$ cat config.mk
export PLATFORM = sky130hd
export DESIGN_NAME = glyph_bitmap_alpha_unpacker_unit
export DESIGN_NICKNAME = d
export VERILOG_FILES = /design/src/hdl/gbau_pkg.sv /design/src/hdl/gbau_cfg.sv /design/src/hdl/gbau_ctrl.sv /design/src/hdl/gbau_datapath.sv /design/src/hdl/glyph_bitmap_alpha_unpacker_unit.sv
export SDC_FILE = /design/constraint.sdc
export NUM_CORES = 1
export LEC_CHECK = 0
export CORE_MARGIN = 2
export CORE_UTILIZATION = 55
export CTS_BUF_LIST = sky130_fd_sc_hd__clkbuf_2 sky130_fd_sc_hd__clkbuf_4 sky130_fd_sc_hd__clkbuf_8
export DETAILED_ROUTE_END_ITERATION = 10
export DONT_BUFFER_PORTS = 1
export HOLD_SLACK_MARGIN = 0.15
export PLACE_DENSITY = 0.75
export SLEW_MARGIN = 25
export SYNTH_ARGS = -nofsm -noshare
export SYNTH_HDL_FRONTEND = slang
export SYNTH_SLANG_ARGS = --single-unit
$ cat constraint.sdc
create_clock -name clk -period 6 [get_ports clk]
set_input_delay 1.5 -clock clk [delete_from_list [all_inputs] [get_ports clk]]
set_output_delay 1.5 -clock clk [all_outputs]
set_load 0.005 [all_outputs]
$ cat src/hdl/gbau_pkg.sv
package gbau_pkg;

    localparam logic [8:0] MAX_GLYPH_DIM = 9'd256;

    localparam logic [1:0] REG_PIXEL_FORMAT = 2'd0;
    localparam logic [1:0] REG_GLYPH_WIDTH  = 2'd1;
    localparam logic [1:0] REG_GLYPH_HEIGHT = 2'd2;

    localparam logic [1:0] FMT_MONO  = 2'd0;
    localparam logic [1:0] FMT_GRAY2 = 2'd1;
    localparam logic [1:0] FMT_GRAY4 = 2'd2;
    localparam logic [1:0] FMT_GRAY8 = 2'd3;

    typedef enum logic [0:0] {
        ST_IDLE,
        ST_RUN
    } state_t;

    typedef struct packed {
        logic load;
        logic step;
    } cmd_t;

    typedef struct packed {
        logic glyph_done;
        logic out_free;
        logic word_last;
    } status_t;

    typedef struct packed {
        logic [1:0] pixel_format;
        logic [8:0] glyph_width;
        logic [8:0] glyph_height;
    } cfg_t;

    function automatic logic [8:0] clamp_dim(input logic [8:0] v);
        logic [8:0] r;
        if (v == 9'd0)
        begin
            r = 9'd1;
        end
        else if (v > MAX_GLYPH_DIM)
        begin
            r = MAX_GLYPH_DIM;
        end
        else
        begin
            r = v;
        end
        return r;
    endfunction

    function automatic logic [7:0] scale_alpha(input logic [1:0] fmt, input logic [7:0] val);
        logic [7:0] r;
        unique case (fmt)
            FMT_MONO:  r = val[0] ? 8'd255 : 8'd0;
            FMT_GRAY2: r = (val[7:2] != 6'd0) ? 8'd255 : {val[1:0], 6'd0};
            FMT_GRAY4: r = (val[7:4] != 4'd0) ? 8'd255 : {val[3:0], 4'd0};
            FMT_GRAY8: r = (val[7:6] != 2'd0) ? 8'd255 : {val[5:0], 2'd0};
            default:   r = 8'd0;
        endcase
        return r;
    endfunction

endpackage

$ cat src/hdl/gbau_cfg.sv
module gbau_cfg (
    input  logic            clk,
    input  logic            rst_n,
    input  logic            cfg_we,
    input  logic [1:0]      cfg_index,
    input  logic [8:0]      cfg_data,
    output gbau_pkg::cfg_t  cfg
);

    logic [1:0] fmt_reg;
    logic [8:0] width_reg;
    logic [8:0] height_reg;

    always_ff @(posedge clk or negedge rst_n)
    begin
        if (!rst_n)
        begin
            fmt_reg    <= gbau_pkg::FMT_MONO;
            width_reg  <= 9'd1;
            height_reg <= 9'd1;
        end
        else if (cfg_we)
        begin
            unique case (cfg_index)
                gbau_pkg::REG_PIXEL_FORMAT: fmt_reg    <= cfg_data[1:0];
                gbau_pkg::REG_GLYPH_WIDTH:  width_reg  <= cfg_data;
                gbau_pkg::REG_GLYPH_HEIGHT: height_reg <= cfg_data;
                default: ;
            endcase
        end
    end

    assign cfg.pixel_format = fmt_reg;
    assign cfg.glyph_width  = gbau_pkg::clamp_dim(width_reg);
    assign cfg.glyph_height = gbau_pkg::clamp_dim(height_reg);

endmodule

$ cat src/hdl/gbau_ctrl.sv
module gbau_ctrl (
    input  logic                clk,
    input  logic                rst_n,
    input  logic                s_tvalid,
    input  logic                start_glyph,
    input  gbau_pkg::status_t   status,
    output logic                s_tready,
    output gbau_pkg::cmd_t      cmd
);

    gbau_pkg::state_t state_reg;
    gbau_pkg::state_t state_next;

    always_ff @(posedge clk or negedge rst_n)
    begin
        if (!rst_n)
        begin
            state_reg <= gbau_pkg::ST_IDLE;
        end
        else
        begin
            state_reg <= state_next;
        end
    end

    always_comb
    begin
        state_next = state_reg;
        unique case (state_reg)
            gbau_pkg::ST_IDLE:
            begin
                if (s_tvalid && (start_glyph || !status.glyph_done))
                begin
                    state_next = gbau_pkg::ST_RUN;
                end
            end
            gbau_pkg::ST_RUN:
            begin
                if (status.out_free && status.word_last)
                begin
                    state_next = gbau_pkg::ST_IDLE;
                end
            end
            default: state_next = gbau_pkg::ST_IDLE;
        endcase
    end

    always_comb
    begin
        s_tready = 1'b0;
        cmd.load = 1'b0;
        cmd.step = 1'b0;
        unique case (state_reg)
            gbau_pkg::ST_IDLE:
            begin
                s_tready = 1'b1;
                cmd.load = s_tvalid;
            end
            gbau_pkg::ST_RUN:
            begin
                cmd.step = status.out_free;
            end
            default: ;
        endcase
    end

endmodule

$ cat src/hdl/gbau_datapath.sv
module gbau_datapath (
    input  logic                clk,
    input  logic                rst_n,
    input  gbau_pkg::cfg_t      cfg,
    input  gbau_pkg::cmd_t      cmd,
    input  logic [31:0]         glyph_word,
    input  logic                start_glyph,
    input  logic                m_tready,
    output gbau_pkg::status_t   status,
    output logic                m_tvalid,
    output logic [23:0]         m_tdata,
    output logic                m_tlast,
    output logic                m_tuser
);

    logic [31:0] word_reg;
    logic [5:0]  bits_reg;
    logic [7:0]  col_reg;
    logic [7:0]  row_reg;
    logic        done_reg;
    logic        out_valid_reg;
    logic [7:0]  alpha_reg;
    logic [7:0]  out_col_reg;
    logic [7:0]  out_row_reg;
    logic        out_wlast_reg;
    logic        out_glast_reg;

    logic        mono;
    logic [7:0]  pix_val;
    logic [31:0] word_shift;
    logic [5:0]  bits_left;
    logic        bits_last;
    logic        row_end;
    logic        glyph_end;

    always_comb
    begin
        mono = (cfg.pixel_format == gbau_pkg::FMT_MONO);
        if (mono)
        begin
            pix_val    = {7'd0, word_reg[31]};
            word_shift = {word_reg[30:0], 1'b0};
            bits_left  = bits_reg - 6'd1;
            bits_last  = (bits_reg == 6'd1);
        end
        else
        begin
            pix_val    = word_reg[31:24];
            word_shift = {word_reg[23:0], 8'd0};
            bits_left  = bits_reg - 6'd8;
            bits_last  = (bits_reg <= 6'd15);
        end
        row_end   = ({1'b0, col_reg} + 9'd1) >= cfg.glyph_width;
        glyph_end = row_end && (({1'b0, row_reg} + 9'd1) >= cfg.glyph_height);
    end

    always_ff @(posedge clk or negedge rst_n)
    begin
        if (!rst_n)
        begin
            col_reg       <= 8'd0;
            row_reg       <= 8'd0;
            done_reg      <= 1'b1;
            out_valid_reg <= 1'b0;
            bits_reg      <= 6'd0;
        end
        else
        begin
            if (cmd.load)
            begin
                bits_reg <= 6'd32;
                if (start_glyph)
                begin
                    col_reg  <= 8'd0;
                    row_reg  <= 8'd0;
                    done_reg <= 1'b0;
                end
            end
            else if (cmd.step)
            begin
                bits_reg <= bits_left;
                if (row_end)
                begin
                    col_reg <= 8'd0;
                    if (glyph_end)
                    begin
                        row_reg  <= 8'd0;
                        done_reg <= 1'b1;
                    end
                    else
                    begin
                        row_reg <= row_reg + 8'd1;
                    end
                end
                else
                begin
                    col_reg <= col_reg + 8'd1;
                end
            end

            if (cmd.step)
            begin
                out_valid_reg <= 1'b1;
            end
            else if (m_tready)
            begin
                out_valid_reg <= 1'b0;
            end
        end
    end

    always_ff @(posedge clk)
    begin
        if (cmd.load)
        begin
            word_reg <= glyph_word;
        end
        else if (cmd.step)
        begin
            word_reg <= word_shift;
        end
        if (cmd.step)
        begin
            alpha_reg     <= gbau_pkg::scale_alpha(cfg.pixel_format, pix_val);
            out_col_reg   <= col_reg;
            out_row_reg   <= row_reg;
            out_wlast_reg <= row_end || bits_last;
            out_glast_reg <= glyph_end;
        end
    end

    assign status.glyph_done = done_reg;
    assign status.out_free   = !out_valid_reg || m_tready;
    assign status.word_last  = row_end || bits_last;

    assign m_tvalid = out_valid_reg;
    assign m_tdata  = {out_row_reg, out_col_reg, alpha_reg};
    assign m_tlast  = out_glast_reg;
    assign m_tuser  = out_wlast_reg;

endmodule

$ cat src/hdl/glyph_bitmap_alpha_unpacker_unit.sv
// Glyph bitmap to alpha unpacker.
// Input stream: one 32-bit bitmap word per transfer, first bitmap byte in
// bits 31..24; s_tuser set marks the first word of a glyph.
// Output stream: one transfer per pixel, alpha, column and row in m_tdata,
// m_tlast on the final pixel of the glyph, m_tuser on the last pixel taken
// from the current word.
// Configuration: cfg_we writes cfg_data to register cfg_index (0 pixel
// format, 1 glyph width, 2 glyph height); write only while idle.
// Timing: a taken word is held in the word register, and each of its pixels
// is registered in the output register before it is valid on the output.
// Throughput: one pixel per cycle within a word while the receiver is ready;
// a word is loaded and then shifted out one pixel at a time, a full mono
// word yielding 32 pixels and a gray word at most 4. Words that yield no
// pixel are taken while idle and dropped.
// Reset: configuration returns to mono, width 1, height 1, and no glyph is
// active, so words without the start flag are dropped.
// Stall: a low m_tready holds the current pixel and pauses unpacking; the
// next word is taken only after the last pixel of the current word is
// registered.
module glyph_bitmap_alpha_unpacker_unit (
    input  logic        clk,
    input  logic        rst_n,
    input  logic        cfg_we,
    input  logic [1:0]  cfg_index,
    input  logic [8:0]  cfg_data,
    input  logic        s_tvalid,
    output logic        s_tready,
    input  logic [31:0] s_tdata,   // glyph_word[31:0]
    input  logic        s_tuser,   // start_glyph
    output logic        m_tvalid,
    input  logic        m_tready,
    output logic [23:0] m_tdata,   // pixel_alpha[7:0], pixel_column[15:8], pixel_row[23:16]
    output logic        m_tlast,   // last_of_glyph
    output logic        m_tuser    // last_of_word
);

    gbau_pkg::cfg_t    cfg;
    gbau_pkg::cmd_t    cmd;
    gbau_pkg::status_t status;

    gbau_cfg u_cfg (
        .clk       (clk),
        .rst_n     (rst_n),
        .cfg_we    (cfg_we),
        .cfg_index (cfg_index),
        .cfg_data  (cfg_data),
        .cfg       (cfg)
    );

    gbau_ctrl u_ctrl (
        .clk         (clk),
        .rst_n       (rst_n),
        .s_tvalid    (s_tvalid),
        .start_glyph (s_tuser),
        .status      (status),
        .s_tready    (s_tready),
        .cmd         (cmd)
    );

    gbau_datapath u_datapath (
        .clk         (clk),
        .rst_n       (rst_n),
        .cfg         (cfg),
        .cmd         (cmd),
        .glyph_word  (s_tdata),
        .start_glyph (s_tuser),
        .m_tready    (m_tready),
        .status      (status),
        .m_tvalid    (m_tvalid),
        .m_tdata     (m_tdata),
        .m_tlast     (m_tlast),
        .m_tuser     (m_tuser)
    );

endmodule
Word level (Yosys, flattened, before mapping)
Index checks and enable logic that the tools add are counted.
{"block": "totals", "regBits": 103, "wordCells": 97, "inputBits": 49}
{"block": "classes", "bitwise_logic": 1, "eq_ne": 7, "n_reduce_logical": 25, "n_mux": 38, "n_lt_le_gt_ge": 5, "add_sub_neg": 6}
{"cell": "$mux W8", "n": 13}
{"cell": "$mux W32", "n": 3}
{"cell": "$mux W9", "n": 4}
{"cell": "$pmux W8 S4", "n": 1}
{"cell": "$add A8 B1 Y9 const B", "n": 2}
{"cell": "$ge A9 B9 Y1", "n": 2}
{"cell": "$gt A9 B9 Y1 const B", "n": 2}
{"cell": "$logic_not A9 Y1", "n": 2}
{"cell": "$mux W6", "n": 3}
{"cell": "$add A8 B1 Y8 const B", "n": 2}
{"cell": "$mux W1", "n": 13}
{"cell": "$reduce_bool A2 Y1", "n": 5}
{"cell": "$reduce_and A2 Y1", "n": 4}
{"cell": "$eq A2 B2 Y1 const B", "n": 3}
{"cell": "$eq A6 B1 Y1 const B", "n": 1}
{"cell": "$le A6 B4 Y1 const B", "n": 1}
{"cell": "$reduce_bool A6 Y1", "n": 1}
{"cell": "$sub A6 B1 Y6 const B", "n": 1}
{"cell": "$sub A6 B4 Y6 const B", "n": 1}
{"cell": "$eq A2 B1 Y1 const B", "n": 2}
{"cell": "$logic_not A2 Y1", "n": 2}
{"cell": "$reduce_and A4 Y1", "n": 1}
{"cell": "$reduce_bool A4 Y1", "n": 1}
{"cell": "$logic_and A1 B1 Y1", "n": 3}
{"cell": "other kinds (6)", "n": 9}

Longest topological paths before layout
{"block": "logic_depth", "ltp_word": 9, "ltp_mapped": 12, "ltp_nobuf": 11}

Modules after synthesis
From an unflattened synthesis, not the netlist that was laid out.
{"block": "unflattened", "hier_cells": 465, "area_unflattened_um2": 5385.2}
{"mod": "gbau_datapath", "seq_area_each_um2": 2313.5, "cells_each": 389, "n_inst": 1, "area_each_um2": 4306.6}
{"mod": "gbau_cfg", "seq_area_each_um2": 503.0, "cells_each": 69, "n_inst": 1, "area_each_um2": 1016.0}
{"mod": "gbau_ctrl", "seq_area_each_um2": 25.0, "cells_each": 7, "n_inst": 1, "area_each_um2": 62.6}

Least setup slack after synthesis
No wires, ideal clock.
{"block": "synth_path", "path_kind": "input to register", "startpoint": "input port m_tready", "endpoint": "register u_datapath.bits_reg[4]", "t_required_ns": 5.918, "setup_slack_ns": 2.624, "arrival_time_ns": 3.293, "cell_stages": 8, "cell_sequence": "nand2b_1 > nand2_1 > inv_1 > clkbuf_1 > nand2_1 > a21oi_1 > a21oi_1 > o22ai_1"}
{"item": "from (decl)", "line": "glyph_bitmap_alpha_unpacker_unit.sv:31", "source": "input logic m_tready,"}
{"item": "to (signal assigned)", "line": "gbau_datapath.sv:81", "source": "bits_reg <= bits_left;"}
{"item": "to (decl)", "line": "gbau_datapath.sv:17", "source": "logic [5:0] bits_reg;"}

Worst setup path after layout
{"block": "layout_path", "startpoint": "register u_datapath.col_reg[0]", "endpoint": "register u_datapath.row_reg[3]"}
{"block": "layout_between", "elab_chain_len": 7, "elab_cells_between_ends": 9}
{"item": "from (decl)", "line": "gbau_datapath.sv:18", "source": "logic [7:0] col_reg;"}
{"item": "from (signal assigned)", "line": "gbau_datapath.sv:97", "source": "col_reg <= col_reg + 8'd1;"}
{"item": "$add A8 B1 Y9", "line": "gbau_datapath.sv:53", "source": "row_end = ({1'b0, col_reg} + 9'd1) >= cfg.glyph_width;"}
{"item": "$ge A9 B9 Y1", "line": "gbau_datapath.sv:53"}
{"item": "$logic_and A1 B1 Y1", "line": "gbau_datapath.sv:54", "source": "glyph_end = row_end && (({1'b0, row_reg} + 9'd1) >= cfg.glyph_height);"}
{"item": "net u_datapath.glyph_end", "line": "gbau_datapath.sv:34", "source": "logic glyph_end;"}
{"item": "$mux W8", "line": "gbau_datapath.sv:85", "source": "if (glyph_end)"}
{"item": "$mux W8", "line": "gbau_datapath.sv:82", "source": "if (row_end)"}
{"item": "$mux W8", "line": "gbau_datapath.sv:79", "source": "else if (cmd.step)"}
{"item": "$mux W8", "line": "gbau_datapath.sv:69", "source": "if (cmd.load)"}
{"item": "to (signal assigned)", "line": "gbau_datapath.sv:92", "source": "row_reg <= row_reg + 8'd1;"}
{"item": "to (decl)", "line": "gbau_datapath.sv:19", "source": "logic [7:0] row_reg;"}
The timed path passes the listed nets, and every way through them passes these cells. The select of a mux whose other input is x is not followed.
A chain may end at the register's enable or synchronous reset.

==> out/qor.yml <==
timing:
  min_period_over_period: 0.510
  finClkSkew_ns: 0.0164
  rsz0062_at_grt: "no"
  worst_pin_slew_ns: 0.631
  clock.fmax_mhz: 327
  tns_ns: 0
  finalMaxSlewViolations: 0
  timing.slew.headroom: 0.578
  finalHoldViolations: 0
  setup_viol_count_final: 0
  min_period_ns: 3.06
global_route:
  antenna_found_initial: 0
  grt_overflow: 0
  grt_pass1_vias: 3467
  grt_max_degree: 62
  track_usage: 0.216
  grt_pass1_wl_mm: 17.0
critical_path:
  worst-path-max-fanout: 7
  path_class: "flip-flop to flip-flop"
  path_cells: "ha_1, nand3_1, nor2_1, xor2_1, ha_1, a21oi_1, nor2_1, a211oi_2, a21oi_2, or2_0, o31ai_1"
  reg2reg_depth: 11
  reg2reg_slack_ns: 2.94
  crit_arrival_ns: 3.33
  start_kind: "flip-flop"
  crit_slowest_cell: "dfrtp_1"
  required_ns: 6.27
  end_kind: "flip-flop"
  r2r_start: "u_datapath.col_reg[0]$_DFFE_PN0P_"
  r2r_end: "u_datapath.row_reg[3]$_DFFE_PN0P_"
  slowest_delay_ns: 0.46
cells_and_area:
  layout_common_cells: "82 x nand2_1, 57 x edfxtp_1, 42 x o21ai_0, 42 x dfrtp_1, 26 x mux2i_1"
  fin_cells: 574
  layout-drive-gt1-share: 0.119
  final_core_util: 0.594
  fillers: 743
  antenna_cells: 0
  final_common_cell: "nand2_1"
  ff_latch_area_sq_um: 2840
  largest_register_ffs: 32
  multi_input_area_sq_um: 2170
  syn2layout_area_growth_pct: 6.15
  nets: 530
clock_network:
  tritoncts: "built"
  clock_latency_ns: 0.37
  ctsResizeCount: 0
  cts_buffer_depth: 2
  cts_sinks: 102
  htreeDepth: 3
  cts_made_buffers: 9
  root_buffer: "clkbuf_8"
  post-cts-setup-buffer-count: 0
  clk_pin_slew_worst_paths_ns: 0.09
  ctsHoldBuffers: 0
yosys:
  yosys.area.top_type: "edfxtp_1"
  synth_ff_type: "edfxtp_1"
  synth_top_area_frac: 0.334
  syn_avg_cell_area_sq_um: 11.2
  synth_seq_cells: 102
  syn_inst: 458
  async_flop_share: 0.441
  syn_area_sq_um: 5120
  yosysSeqAreaShare: 0.555
  yosys_warnings: 0
  synth_area_leaders: "edfxtp_1 33%, dfrtp_1 21%, nand2_1 6.0%, ha_1 5.6%, mux2i_1 5.1%"
  syn-num-nets: 530
  synth_cell_types: 51
  synth_edf_count: 57
die:
  num_io_pins: 77
  fp.coreArea_sq_um: 9150
  die_area_sq_um: 10100
  start_util: 0.560
  rows: 35
  die_w_um: 101
  dieHeight_um: 101
flow_run:
  maxCapViolations: 0
route:
  drcViolationCount: 0
  vias_per_cell: 6.05
  wl_per_cell_um: 18.0
  dr.pass1.iters: 6
  dr.first_iter.drc_count: 207
  wl_mm: 10.4
  postRouteAntennaNets: 0
  vias: 3474
pwr:
  power.density_nw_per_um2: 466
  power_mw: 2.53
  irDropWorstVdd_mv: 0.269
  p_leak_nw: 2.26
min_path:
  hold_path_end: "u_datapath.done_reg$_DFFE_PN1P_"
  hold_path.class: "flip-flop to flip-flop"
  worstHoldPathCells: 2
  min_from: "u_datapath.done_reg$_DFFE_PN1P_"
placed_design:
  gp_routability_congestion: 0.823
  dp_hpwl_mm: 7.29
  io_buffers: 0
  placed_cells: 558
status:
  status: "finished, final reports clean"
[how the worst max path moves through the flow]
stage          cells after the start                                 end                         startpoint
2_1_floorplan                      8  u_datapath.bits_reg[4]$_DFFE_PN0P_                           m_tready
3_3_place_gp                       7   u_datapath.col_reg[5]$_DFFE_PN0P_                           m_tready
3_5_place_dp                       7   u_datapath.col_reg[5]$_DFFE_PN0P_                           m_tready
4_1_cts                           11   u_datapath.row_reg[3]$_DFFE_PN0P_  u_datapath.col_reg[0]$_DFFE_PN0P_
5_1_grt                           11   u_datapath.row_reg[3]$_DFFE_PN0P_  u_datapath.col_reg[0]$_DFFE_PN0P_
6_report                          11   u_datapath.row_reg[3]$_DFFE_PN0P_  u_datapath.col_reg[0]$_DFFE_PN0P_
[layout make-up]
cell class,instances,share of cell area
flip-flops and latches,102,0.522
multi-input cells,327,0.399
clock buffers,13,0.0294
well taps,111,0.0255
inverters,14,0.00966
clock inverters,3,0.00851
repair buffers,4,0.00552
[cells by family after synthesis]
group,Yosys count,share of synthesized area
XOR/XNOR,11,0.0188
AO/OA/AOI/OAI,94,0.119
AND/OR/NAND/NOR,155,0.138
flip-flops,102,0.555
buffers and inverters,29,0.0234
multiplexers,44,0.0904
adder cells (fa/ha/maj),23,0.0562
[synthesized netlist by cell type, drive strengths merged (9+ instances only)]
cell type,number
nor2,18
dfrtp,42
o21ai,43
nand3,13
inv,12
clkbuf,9
mux2,18
edfxtp,57
ha,23
a21oi,18
mux2i,26
nand2,82
[power breakdown]
part | internal (mW) | switching [mW] | total, mW
combinational | 0.305 | 0.456 | 0.761
clock | 0.219 | 0.229 | 0.449
sequential | 1.10 | 0.221 | 1.32
[stage by stage]
step	cell area [sq um]	hold WS [ns]	setup WS (ns)
after floorplan	5120	0.479	2.62
after global routing	5440	0.552	2.66
final	5440	0.527	2.94
after CTS	5440	0.528	2.97
after detailed placement	5230	0.509	2.97
after global placement	5230	0.502	3.04
[metal layers]
metal / wire length [um] / track usage
met1: 4470 / 0.275
met2: 5090 / 0.362
met3: 668 / 0.0652
met4: 114 / 0.0569
met5: 0 / 0
[critical path, delay by kind of cell (launching register included)]
kind                     cells  cell delay [ns]
XOR/XNOR                     1             0.18
adder cells (fa/ha/maj)      2             0.53
AND/OR/NAND/NOR              4             0.81
flip-flops                   1             0.46
AO/OA/AOI/OAI                4             0.99
No activity file was read; power rests on OpenSTA's default activity.
